<file path="src/rtl/pse_pkg.sv">
// pse_pkg: shared types, constants and helpers for the postfix stack evaluator
// used by pse_ram users, pse_alu and postfix_stack_evaluator; no dependencies
package pse_pkg;

  // stack geometry
  localparam int STACK_DEPTH = 32;
  localparam int CNT_W       = $clog2(STACK_DEPTH + 1);
  localparam int ADDR_W      = (STACK_DEPTH > 1) ? $clog2(STACK_DEPTH) : 1;
  localparam int DATA_W      = 8;

  // ascii codes of the accepted characters
  localparam logic [7:0] CH_ZERO   = 8'h30;
  localparam logic [7:0] CH_NINE   = 8'h39;
  localparam logic [7:0] CH_PLUS   = 8'h2B;
  localparam logic [7:0] CH_MINUS  = 8'h2D;
  localparam logic [7:0] CH_STAR   = 8'h2A;
  localparam logic [7:0] CH_SLASH  = 8'h2F;
  localparam logic [7:0] CH_DOLLAR = 8'h24;

  // status codes, first one seen in an expression sticks
  typedef enum logic [2:0] {
    ST_OK    = 3'd0,
    ST_UNDER = 3'd1,
    ST_OVER  = 3'd2,
    ST_DIV0  = 3'd3,
    ST_ZNEG  = 3'd4,
    ST_BAD   = 3'd5
  } status_t;

  // operations of the shared arithmetic unit
  typedef enum logic [2:0] {
    OP_ADD,
    OP_SUB,
    OP_MUL,
    OP_DIV,
    OP_POW
  } alu_op_t;

  // arithmetic unit sequencer
  typedef enum logic [2:0] {
    AS_IDLE,
    AS_POW,
    AS_DIV,
    AS_SIGN,
    AS_DONE
  } alu_state_t;

  // top level sequencer
  typedef enum logic [2:0] {
    S_IDLE,
    S_DECODE,
    S_POP,
    S_POP_WAIT,
    S_EXEC,
    S_ALU_WAIT,
    S_FINISH,
    S_EMIT
  } seq_state_t;

  // destination of a stack pop
  typedef enum logic [1:0] {
    POP_R,
    POP_L,
    POP_ANS
  } pop_tgt_t;

  // request to the arithmetic unit
  typedef struct packed {
    logic               start;
    alu_op_t            op;
    logic signed [7:0]  lhs;
    logic signed [7:0]  rhs;
  } alu_req_t;

  // response from the arithmetic unit
  typedef struct packed {
    logic               done;
    logic [7:0]         value;
    logic               div0;
    logic               zneg;
  } alu_rsp_t;

  // keep the first error only
  function automatic status_t flag_st(status_t cur, status_t code);
    return (cur == ST_OK) ? code : cur;
  endfunction

endpackage

</file>
<file path="src/rtl/postfix_stack_evaluator.sv">
// postfix_stack_evaluator: top level, token sequencer, operand stack ram and
// output register; depends on pse_pkg, pse_ram and pse_alu
//
// Usage: one ascii character per word on the input channel (token, last_token).
// Digits push their value on an 8-bit signed stack, + - * / $ pop right then
// left operand and push the wrapped result. On a word with last_token set the
// character is processed, the stack top is popped and one output word
// (answer, status) is produced; stack and sticky status are then cleared.
// Flow: a word is taken only while the sequencer is idle. Operators wait for
// the shared arithmetic unit; / runs a bit-serial divider and $ with a positive
// exponent repeats the multiply on the one multiplier. The stack lives in a ram
// with a registered read port, so a pop of a non-empty stack reads in S_POP and
// takes the data in S_POP_WAIT; the answer is written in S_EMIT, which waits
// while the previous answer is still held. The output register holds a word until
// it is taken; the input side keeps working while it waits, and the block
// stalls only when a new answer must be written and the old one is still held.
// Reset: synchronous, clears stack count, status and output valid; stack ram
// contents are not cleared, entries are only read after being written.
module postfix_stack_evaluator (
  input  logic              clk,
  input  logic              rst,
  input  logic              in_valid,
  output logic              in_stall,
  input  logic [7:0]        token,
  input  logic              last_token,
  output logic              out_valid,
  input  logic              out_stall,
  output logic signed [7:0] answer,
  output logic [2:0]        status
);
  import pse_pkg::*;

  seq_state_t state, state_next;
  pop_tgt_t   pop_tgt;

  logic [7:0]       tok;
  logic             last;
  alu_op_t          op;
  logic [7:0]       opr_r;
  logic [7:0]       opr_l;
  logic [7:0]       ans_val;
  logic [CNT_W-1:0] count;
  status_t          sticky;

  logic             in_go;
  logic             emit_go;
  logic             is_digit;
  logic             is_op;
  alu_op_t          dec_op;
  logic [7:0]       digit_val;
  logic             full;
  logic             empty;
  logic [CNT_W-1:0] cnt_dec;
  logic [7:0]       pop_data;
  logic             pop_write;

  logic              ram_we;
  logic [ADDR_W-1:0] ram_waddr;
  logic [7:0]        ram_wdata;
  logic              ram_re;
  logic [ADDR_W-1:0] ram_raddr;
  logic [7:0]        ram_rdata;

  alu_req_t alu_req;
  alu_rsp_t alu_rsp;

  // token decode
  always_comb begin
    is_digit  = (tok >= CH_ZERO) && (tok <= CH_NINE);
    digit_val = tok - CH_ZERO;
    is_op     = 1'b1;
    dec_op    = OP_ADD;
    case (tok)
      CH_PLUS:   dec_op = OP_ADD;
      CH_MINUS:  dec_op = OP_SUB;
      CH_STAR:   dec_op = OP_MUL;
      CH_SLASH:  dec_op = OP_DIV;
      CH_DOLLAR: dec_op = OP_POW;
      default:   is_op  = 1'b0;
    endcase
  end

  // stack pointer helpers
  always_comb begin
    full     = (count >= CNT_W'(STACK_DEPTH));
    empty    = (count == '0);
    cnt_dec  = count - CNT_W'(1);
    pop_data = (state == S_POP_WAIT) ? ram_rdata : 8'd0;
    pop_write = (state == S_POP_WAIT) || (state == S_POP && empty);
  end

  // next state
  always_comb begin
    state_next = state;
    unique case (state)
      S_IDLE:   if (in_valid) state_next = S_DECODE;
      S_DECODE: state_next = (!is_digit && is_op) ? S_POP : S_FINISH;
      S_POP,
      S_POP_WAIT: begin
        if (state == S_POP && !empty) begin
          state_next = S_POP_WAIT;
        end else begin
          unique case (pop_tgt)
            POP_R:   state_next = S_POP;
            POP_L:   state_next = S_EXEC;
            POP_ANS: state_next = S_EMIT;
            default: state_next = S_IDLE;
          endcase
        end
      end
      S_EXEC:     state_next = S_ALU_WAIT;
      S_ALU_WAIT: if (alu_rsp.done) state_next = S_FINISH;
      S_FINISH:   state_next = last ? S_POP : S_IDLE;
      S_EMIT:     if (emit_go) state_next = S_IDLE;
      default:    state_next = S_IDLE;
    endcase
  end

  // sequencer outputs
  always_comb begin
    in_stall  = (state != S_IDLE);
    in_go     = in_valid && (state == S_IDLE);
    emit_go   = (state == S_EMIT) && (!out_valid || !out_stall);
    ram_we    = !full && (((state == S_DECODE) && is_digit) ||
                          ((state == S_ALU_WAIT) && alu_rsp.done));
    ram_waddr = count[ADDR_W-1:0];
    ram_wdata = (state == S_DECODE) ? digit_val : alu_rsp.value;
    ram_re    = (state == S_POP) && !empty;
    ram_raddr = cnt_dec[ADDR_W-1:0];
    alu_req.start = (state == S_EXEC);
    alu_req.op    = op;
    alu_req.lhs   = opr_l;
    alu_req.rhs   = opr_r;
  end

  always_ff @(posedge clk) begin
    if (rst) begin
      state <= S_IDLE;
    end else begin
      state <= state_next;
    end
  end

  // input word capture
  always_ff @(posedge clk) begin
    if (in_go) begin
      tok  <= token;
      last <= last_token;
    end
    if (state == S_DECODE) begin
      op <= dec_op;
    end
  end

  // pop destination tracking
  always_ff @(posedge clk) begin
    if (state == S_DECODE) begin
      pop_tgt <= POP_R;
    end else if (state == S_FINISH) begin
      pop_tgt <= POP_ANS;
    end else if (pop_write && pop_tgt == POP_R) begin
      pop_tgt <= POP_L;
    end
  end

  // popped operands
  always_ff @(posedge clk) begin
    if (pop_write) begin
      case (pop_tgt)
        POP_R:   opr_r   <= pop_data;
        POP_L:   opr_l   <= pop_data;
        default: ans_val <= pop_data;
      endcase
    end
  end

  // stack count and sticky status
  always_ff @(posedge clk) begin
    if (rst) begin
      count  <= '0;
      sticky <= ST_OK;
    end else begin
      case (state)
        S_DECODE: begin
          if (is_digit) begin
            if (full) sticky <= flag_st(sticky, ST_OVER);
            else      count  <= count + CNT_W'(1);
          end else if (!is_op) begin
            sticky <= flag_st(sticky, ST_BAD);
          end
        end
        S_POP: begin
          if (empty) sticky <= flag_st(sticky, ST_UNDER);
          else       count  <= cnt_dec;
        end
        S_ALU_WAIT: begin
          if (alu_rsp.done) begin
            if (alu_rsp.div0) begin
              sticky <= flag_st(sticky, ST_DIV0);
            end else if (alu_rsp.zneg) begin
              sticky <= flag_st(sticky, ST_ZNEG);
            end else if (full) begin
              sticky <= flag_st(sticky, ST_OVER);
            end
            if (!full) count <= count + CNT_W'(1);
          end
        end
        S_EMIT: begin
          if (emit_go) begin
            count  <= '0;
            sticky <= ST_OK;
          end
        end
        default: ;
      endcase
    end
  end

  // output register
  always_ff @(posedge clk) begin
    if (rst) begin
      out_valid <= 1'b0;
    end else if (emit_go) begin
      out_valid <= 1'b1;
    end else if (!out_stall) begin
      out_valid <= 1'b0;
    end
  end

  always_ff @(posedge clk) begin
    if (emit_go) begin
      answer <= ans_val;
      status <= sticky;
    end
  end

  // operand stack
  pse_ram #(
    .WIDTH (DATA_W),
    .DEPTH (STACK_DEPTH)
  ) u_stack (
    .clk   (clk),
    .we    (ram_we),
    .waddr (ram_waddr),
    .wdata (ram_wdata),
    .re    (ram_re),
    .raddr (ram_raddr),
    .rdata (ram_rdata)
  );

  // shared arithmetic unit
  pse_alu u_alu (
    .clk (clk),
    .rst (rst),
    .req (alu_req),
    .rsp (alu_rsp)
  );

  // stack count stays within depth
  a_count_range: assert property (@(posedge clk) disable iff (rst)
    count <= CNT_W'(STACK_DEPTH))
    else $error("stack count beyond depth");

  // no write past the top of the stack
  a_write_room: assert property (@(posedge clk) disable iff (rst)
    ram_we |-> count < CNT_W'(STACK_DEPTH))
    else $error("stack write while full");

  // an emitted answer leaves an empty stack and clean status
  a_emit_clear: assert property (@(posedge clk) disable iff (rst)
    emit_go |=> count == '0 && sticky == ST_OK && out_valid)
    else $error("state not cleared after answer");

  // read data is only consumed in the cycle after a stack read
  a_pop_read: assert property (@(posedge clk) disable iff (rst)
    (state == S_POP_WAIT) |-> $past(ram_re))
    else $error("pop without stack read");

endmodule

</file>
<file path="src/rtl/pse_ram.sv">
// pse_ram: generic single write port, single read port ram with registered read
// no package dependencies
module pse_ram #(
  parameter int WIDTH = 8,
  parameter int DEPTH = 32
) (
  input  logic                                    clk,
  input  logic                                    we,
  input  logic [((DEPTH > 1) ? $clog2(DEPTH) : 1)-1:0] waddr,
  input  logic [WIDTH-1:0]                        wdata,
  input  logic                                    re,
  input  logic [((DEPTH > 1) ? $clog2(DEPTH) : 1)-1:0] raddr,
  output logic [WIDTH-1:0]                        rdata
);

  logic [WIDTH-1:0] mem [DEPTH];

  // write port and registered read port
  always_ff @(posedge clk) begin
    if (we) begin
      mem[waddr] <= wdata;
    end
    if (re) begin
      rdata <= mem[raddr];
    end
  end

endmodule

</file>
<file path="src/rtl/pse_alu.sv">
// pse_alu: shared 8-bit arithmetic unit, one multiplier reused for power steps
// and a bit-serial restoring divider; depends on pse_pkg
module pse_alu (
  input  logic              clk,
  input  logic              rst,
  input  pse_pkg::alu_req_t req,
  output pse_pkg::alu_rsp_t rsp
);
  import pse_pkg::*;

  alu_state_t state, state_next;

  logic [7:0] acc;
  logic [7:0] base;
  logic [6:0] cnt;
  logic [7:0] rem;
  logic [7:0] dvd;
  logic [7:0] dvs;
  logic       neg;
  logic       div0;
  logic       zneg;

  logic [7:0]  mul_a;
  logic [7:0]  mul_b;
  logic [15:0] mul_p;
  logic [8:0]  rem_sh;
  logic        rem_ge;
  logic [8:0]  rem_sub;
  logic [7:0]  abs_l;
  logic [7:0]  abs_r;

  // shared multiplier: operands during a power loop, else the request
  always_comb begin
    mul_a = (state == AS_POW) ? acc  : req.lhs;
    mul_b = (state == AS_POW) ? base : req.rhs;
    mul_p = mul_a * mul_b;
  end

  // one restoring division step and the operand magnitudes
  always_comb begin
    rem_sh  = {rem, dvd[7]};
    rem_ge  = (rem_sh >= {1'b0, dvs});
    rem_sub = rem_sh - {1'b0, dvs};
    abs_l   = req.lhs[7] ? 8'(-req.lhs) : req.lhs;
    abs_r   = req.rhs[7] ? 8'(-req.rhs) : req.rhs;
  end

  // next state
  always_comb begin
    state_next = state;
    unique case (state)
      AS_IDLE: begin
        if (req.start) begin
          if (req.op == OP_DIV && req.rhs != 8'sd0) begin
            state_next = AS_DIV;
          end else if (req.op == OP_POW && !req.rhs[7] && req.rhs != 8'sd0) begin
            state_next = AS_POW;
          end else begin
            state_next = AS_DONE;
          end
        end
      end
      AS_POW:  if (cnt == 7'd1) state_next = AS_DONE;
      AS_DIV:  if (cnt == 7'd1) state_next = AS_SIGN;
      AS_SIGN: state_next = AS_DONE;
      AS_DONE: state_next = AS_IDLE;
      default: state_next = AS_IDLE;
    endcase
  end

  always_ff @(posedge clk) begin
    if (rst) begin
      state <= AS_IDLE;
    end else begin
      state <= state_next;
    end
  end

  // datapath registers
  always_ff @(posedge clk) begin
    case (state)
      AS_IDLE: begin
        if (req.start) begin
          div0 <= 1'b0;
          zneg <= 1'b0;
          base <= req.lhs;
          case (req.op)
            OP_ADD: acc <= 8'(req.lhs + req.rhs);
            OP_SUB: acc <= 8'(req.lhs - req.rhs);
            OP_MUL: acc <= mul_p[7:0];
            OP_DIV: begin
              acc  <= 8'd0;
              div0 <= (req.rhs == 8'sd0);
              dvd  <= abs_l;
              dvs  <= abs_r;
              rem  <= 8'd0;
              cnt  <= 7'd8;
              neg  <= req.lhs[7] ^ req.rhs[7];
            end
            OP_POW: begin
              cnt <= req.rhs[6:0];
              if (req.rhs[7]) begin
                // negative exponent: only unit magnitude bases survive
                if (req.lhs == 8'sd1) begin
                  acc <= 8'd1;
                end else if (req.lhs == -8'sd1) begin
                  acc <= req.rhs[0] ? 8'hFF : 8'd1;
                end else begin
                  acc <= 8'd0;
                end
                zneg <= (req.lhs == 8'sd0);
              end else begin
                acc <= 8'd1;
              end
            end
            default: acc <= 8'd0;
          endcase
        end
      end
      AS_POW: begin
        acc <= mul_p[7:0];
        cnt <= cnt - 7'd1;
      end
      AS_DIV: begin
        rem <= rem_ge ? rem_sub[7:0] : rem_sh[7:0];
        dvd <= {dvd[6:0], rem_ge};
        cnt <= cnt - 7'd1;
      end
      AS_SIGN: acc <= neg ? 8'(-dvd) : dvd;
      default: ;
    endcase
  end

  // response
  always_comb begin
    rsp.done  = (state == AS_DONE);
    rsp.value = acc;
    rsp.div0  = div0;
    rsp.zneg  = zneg;
  end

  // a request only arrives while idle
  a_start_idle: assert property (@(posedge clk) disable iff (rst)
    req.start |-> state == AS_IDLE)
    else $error("alu start while busy");

  // the sign fix is only entered from the last division step
  a_div_len: assert property (@(posedge clk) disable iff (rst)
    (state == AS_SIGN) |-> $past(state) == AS_DIV && $past(cnt) == 7'd1)
    else $error("divider step count wrong");

endmodule
</file>
<file path="config.mk">
export PLATFORM = sky130hd
export DESIGN_NAME = postfix_stack_evaluator
export DESIGN_NICKNAME = d
export VERILOG_FILES = /design/src/rtl/pse_pkg.sv /design/src/rtl/postfix_stack_evaluator.sv /design/src/rtl/pse_ram.sv /design/src/rtl/pse_alu.sv
export SDC_FILE = /design/constraint.sdc
export NUM_CORES = 1
export LEC_CHECK = 0
export BUFFER_PORTS_ARGS = -buffer_cell sky130_fd_sc_hd__buf_2
export CORE_UTILIZATION = 40
export DETAILED_ROUTE_END_ITERATION = 10
export SLEW_MARGIN = 20
export SYNTH_ARGS = -nofsm -noshare
export SYNTH_HDL_FRONTEND = slang
export SYNTH_SLANG_ARGS = --single-unit
</file>
<file path="constraint.sdc">
create_clock -name clk -period 6.36 [get_ports clk]
set_input_delay 1.272 -clock clk [delete_from_list [all_inputs] [get_ports clk]]
set_output_delay 1.272 -clock clk [all_outputs]
set_load 0.005 [all_outputs]
</file>
Yosys cells after proc, flatten, opt, wreduce, memory -nomap -nowiden
Memories as Yosys holds them, arrays and structs flattened. A register that Yosys moved wholly into a read port is not among the register bits.
Index checks and enable logic that the tools add are counted.
W data, S select, Z words.
{ "totals": {"regBits": 115, "ram_bits": 256, "output_inout_bits": 13, "n_memories": 1} }
{ "classes": {"addsub": 10, "n_mul": 1, "magnitude_cmp": 4, "eq_ne": 42, "muxes": 65, "bitwise": 2, "n_reduce_logical": 55} }
{ "memory_table": {"columns": ["name", "depth", "width", "read_ports", "rd_ports_with_merged_regs", "write_ports", "line_no", "rtl"], "rows": [
  ["u_stack.mem", 32, 8, 1, 1, 1, "pse_ram.sv:16", "logic [WIDTH-1:0] mem [DEPTH];"]
]} }
{ "op_table": {"columns": ["op", "count"], "rows": [
  ["$mux W8", 16],
  ["$mux W3", 22],
  ["$eq A8 B6 Y1 const B", 5],
  ["$pmux W3 S4", 3],
  ["$pmux W8 S2", 2],
  ["$pmux W8 S4", 1],
  ["$mux W6", 5],
  ["$pmux W7 S2", 2],
  ["$neg A8 Y8", 3],
  ["$pmux W6 S4", 1],
  ["$pmux W8 S3", 1],
  ["$pmux W3 S7", 1],
  ["$eq A3 B2 Y1 const B", 6],
  ["$eq A3 B3 Y1 const B", 6],
  ["$logic_not A8 Y1", 2],
  ["$ne A2 B2 Y1 const B", 8],
  ["$sub A8 B8 Y8", 2],
  ["$reduce_and A3 Y1", 5],
  ["$mux W7", 2],
  ["$logic_and A1 B1 Y1", 13],
  ["$logic_not A3 Y1", 4],
  ["$reduce_and A2 Y1", 6],
  ["$eq A3 B1 Y1 const B", 3],
  ["$ge A9 B8 Y1", 1],
  ["35 further kinds", 59]
]} }

Logic depth before layout (Yosys ltp)
{ "depth": {"depth_word": 7, "mapped_depth": 22} }

Cells and area by module
Synthesis repeated with hierarchy kept, for this count alone.
{ "hier_totals": {"hier_cells": 1269, "area_unflattened_um2": 18206.2} }
{ "by_module_without_submodules": {"columns": ["mod", "n_inst", "cells_each", "area_per_inst_um2", "seq_area_each_um2"], "rows": [
  ["pse_ram", 1, 417, 10133.5, 7927.6],
  ["pse_alu", 1, 572, 4949.7, 1561.5],
  ["postfix_stack_evaluator", 1, 280, 3123.0, 1711.6]
]} }

Worst setup path before layout
OpenSTA, ideal clock, no wires.
{ "synth_path": {"kind": "register to register", "startpoint": "register u_alu.state[0]", "endpoint": "register u_alu.acc[7] (data pin)", "t_arrival_ns": 4.677, "setup_slack_ns": 1.429, "path_stages_with_launch": 22, "path_cell_list": "dfxtp_1 buf_2 nor2b_4 and2_4 buf_2 clkbuf_1 and3_1 a31oi_1 fa_1 fa_1 inv_1 fa_1 inv_1 fa_1 inv_1 ha_1 a21oi_1 xnor2_1 xnor2_1 xnor2_1 o211ai_1 a21o_1"} }
{ "synth_via": {"elab_chain_cells": 6, "word_cells_on_any_way": 9, "classes_between": "1 x mul; 2 x eq/ne; 5 x mux; 1 x reduce/logical"} }
{ "synth_rtl": {"columns": ["item", "line_no", "rtl"], "rows": [
  ["start: declaration", "pse_alu.sv:11", "alu_state_t state, state_next;"],
  ["start signal: assignment", "pse_alu.sv:75", "state <= state_next;"],
  ["$eq A3 B1 Y1", "pse_alu.sv:34, pse_alu.sv:35, pse_alu.sv:81", null],
  ["$mux W8 (on tied branches)", "pse_alu.sv:34, pse_alu.sv:35", null],
  ["$mul A8 B8 Y8", "pse_alu.sv:36", "mul_p = mul_a * mul_b;"],
  ["$pmux W8 S4", "pse_alu.sv:87", "case (req.op)"],
  ["$mux W8", "pse_alu.sv:83", "if (req.start) begin"],
  ["$pmux W8 S3 (*)", "pse_alu.sv:81", "case (state)"],
  ["end signal: assignment", "pse_alu.sv:88", "OP_ADD: acc <= 8'(req.lhs + req.rhs);"],
  ["end signal: assignment", "pse_alu.sv:89", "OP_SUB: acc <= 8'(req.lhs - req.rhs);"],
  ["end signal: assignment", "pse_alu.sv:90", "OP_MUL: acc <= mul_p[7:0];"],
  ["end: declaration", "pse_alu.sv:13", "logic [7:0] acc;"]
]} }
Mark *: on every way between the ends. The rest lies on a longest branch, timed or not. The select of a mux whose other input is x is not followed.
A chain may end at the register's enable or synchronous reset.

Worst setup path in the final report
Ends and elaborated chain as after synthesis.

==> results.cfg <==
[cts]
worstSkewPairLatency_ps = 560
ctsHoldBuffers = 0
cts_max_path_buffers = 3
clkTransAtPathRegs_ps = 60
cts_buffers = 41
cts.sinks = 379
cts_tree = done
cts-root-buf = clkbuf_16
cts_max_level = 2
post_cts_resized = 0
post_cts_buffers = 0

[global_route]
grt_pass1_vias = 10600
grt_pass1_wl_um = 63400
grt_max_degree = 40
antenna_found_initial = 0
overflow = 0
track_usage = 0.180

[logic_synthesis]
synth-simple-area-share = 0.0943
synth_top_family_by_area = multiplexers
yosysMostFrequentCell = edfxtp_1
synth-edff-count = 361
synth_top_area_cell = edfxtp_1
synth-main-ff-cell = edfxtp_1
synth_compound_area_frac = 0.0598
syn_area_per_cell_um2 = 14.3
ys_top_cells_by_count = edfxtp_1, nor2_1, nand2_1
synth_top_cell_area_share = 0.602
synth_area_leaders = edfxtp_1, mux4_2, ha_1, nor2_1, nand2_1
synth.area.mux_share = 0.112
synth_cell_types = 70
syn_inst = 1256
async_reset_ff_frac = 0
synth_fa_ha_area_frac = 0.0496
ys_seq_area_frac = 0.622
postSynthNetCount = 1332
synth_xor_area_frac = 0.0325
ys_ff_latch = 379
syn_area_um2 = 18000
yosysWarnings = 0

[min_path]
hold_path.class = flop to flop
holdPathStages = 0
hold_end = answer[4]
min-delay-start = ans_val[4]

[sta]
skew_ps = 20.5
relSlewSlack = 0.372
finalCriticalPeriod_ps = 5130
rsz0062_at_grt = no
tightestPinTransition_ps = 939
slew_violations = 0
tns_ps = 0
final_hold_viol_count = 0
post-route-period-util = 0.807
setup_viol = 0
fmax_mhz = 195

[worst_setup_path]
cp-startpoint = u_alu.state[0]
endpoint_kind = flop
crit_required_ps = 6680
reg2reg_slack_ps = 1230
cp.arrival_ps = 5460
path_class = flop to flop
worst_r2r_endpoint = u_alu.acc[7]
reg2reg_depth = 18
crit_fanout = 39
r2r_start = u_alu.state[0]
start_kind = flop

[detailed_routing]
vias_per_cell = 5.54
wl_um = 41200
drt_iter0_drc = 933
drc = 0
dr.pass1.iters = 5
vias = 10500
wire_per_inst_um = 21.7
ant_nets = 0

[pwr]
swShare = 0.333
p_clk_frac = 0.269
powerDensity_nw_per_um2 = 428
switching_power_mw = 2.85
p_int_mw = 5.70
finalPower_mw = 8.56
p_leak_nw = 6.78
ir_drop_uv = 257
p_seq_frac = 0.420
combPwrFrac = 0.312

[cells_and_area]
largest_register_ffs = 256
area_delta_synth_final_pct = 11.1
diodes = 0
nFillCells = 3949
nNetsFinal = 1354
top_register = u_stack.mem
drive_gt1_frac = 0.161

[floorplan]
start_util = 0.406
rows = 77
core_um2 = 44300
chipWidth_um = 214
die_area_um2 = 45900
ioPinCount = 26
die_h_um = 214

[placed_design]
place_congestion = 0.848
port_buffers = 25
hpwl_um = 27100

[flow_run]
cap_violations = 0

[run_status]
status = finished, final reports clean
==> per-layer routing <==
layer  global-route usage  up-vias  part of all wire
met4               0.0655        0             0.028
li1                     -     4793                 -
met2                0.289      312              0.48
met3               0.0298       82             0.058
met1                0.247     5328              0.44
met5                    0        -                 0
==> layout make-up <==
cell class                 instances  area (µm²)  area share
clock buffer                      50        1080      0.0540
sequential                       379       11200       0.560
multi-input combinational        756        6300       0.315
timing repair buffer              41         245      0.0123
tap                              592         741      0.0370
inverter                          59         221      0.0111
clock inverter                    22         209      0.0104
==> critical path, cell delays in order, from the launching register on <==
cell and delay, ps:
dfxtp_1 470, nor2b_4 260, and2_4 410, and3_1 210, a31oi_1 60, fa_1 480
fa_1 550, inv_1 50, fa_1 470, inv_1 50, fa_1 540, inv_1 50
ha_1 310, a21oi_1 180, xnor2_1 150, xnor2_1 110, xnor2_1 240, o211ai_1 110
a21o_1 180
==> power by group through the flow <==
| stage | logic, mW | registers [mW] | clock network [mW] |
|---|---|---|---|
| global placement | 2.62 | 3.65 | 0 |
| finish | 2.67 | 3.59 | 2.30 |
| floorplan | 2.02 | 3.45 | 0 |
| CTS | 2.70 | 3.60 | 2.35 |
| global route | 2.93 | 3.62 | 2.44 |
| detailed placement | 2.67 | 3.64 | 0 |
==> cell families (layout without fill, tap and decap cells) <==
group           after synthesis  in the layout
xor+xnor                     65             65
simple gates                363            363
buf+inv                     121            172
fa+ha+maj                    63             63
compound gates              167            167
flops                       379            379
mux                          98             98
==> per-stage QoR <==
stage               cells   util  hold slack [ps]  setup WS, ps  area, µm²
detailed placement   1827  0.422              405          1230      18700
floorplan            1256      -              400          1430      18000
global placement     1827  0.422              404          1400      18700
finish               1899  0.451              419          1230      20000
CTS                  1899  0.451              420          1220      20000
global route         1899  0.451              431           919      20000
==> worst max-delay path by stage <==
stage,to
after global routing,u_alu.acc[7]
after detailed placement,u_alu.acc[7]
after CTS,u_alu.acc[7]
after global placement,u_alu.acc[7]
final,u_alu.acc[7]
after floorplan,u_alu.acc[7]
==> layout by cell type (no fill, tap or decap), drive strengths merged, types with 10 or more instances in the layout <==
master,count
or3,10
dfxtp,18
nand2,108
buf,41
mux2i,10
nand3,36
clkbuf,50
xor2,24
inv,62
fa,14
nand2b,10
and3,15
a21oi,41
xnor2,41
mux4,80
nor2b,12
o21ai,47
and2,14
ha,49
o31ai,11
nor2,113
nor3,18
clkinv,12
edfxtp,361
a31oi,20
Power figures use the tool's default switching activity.
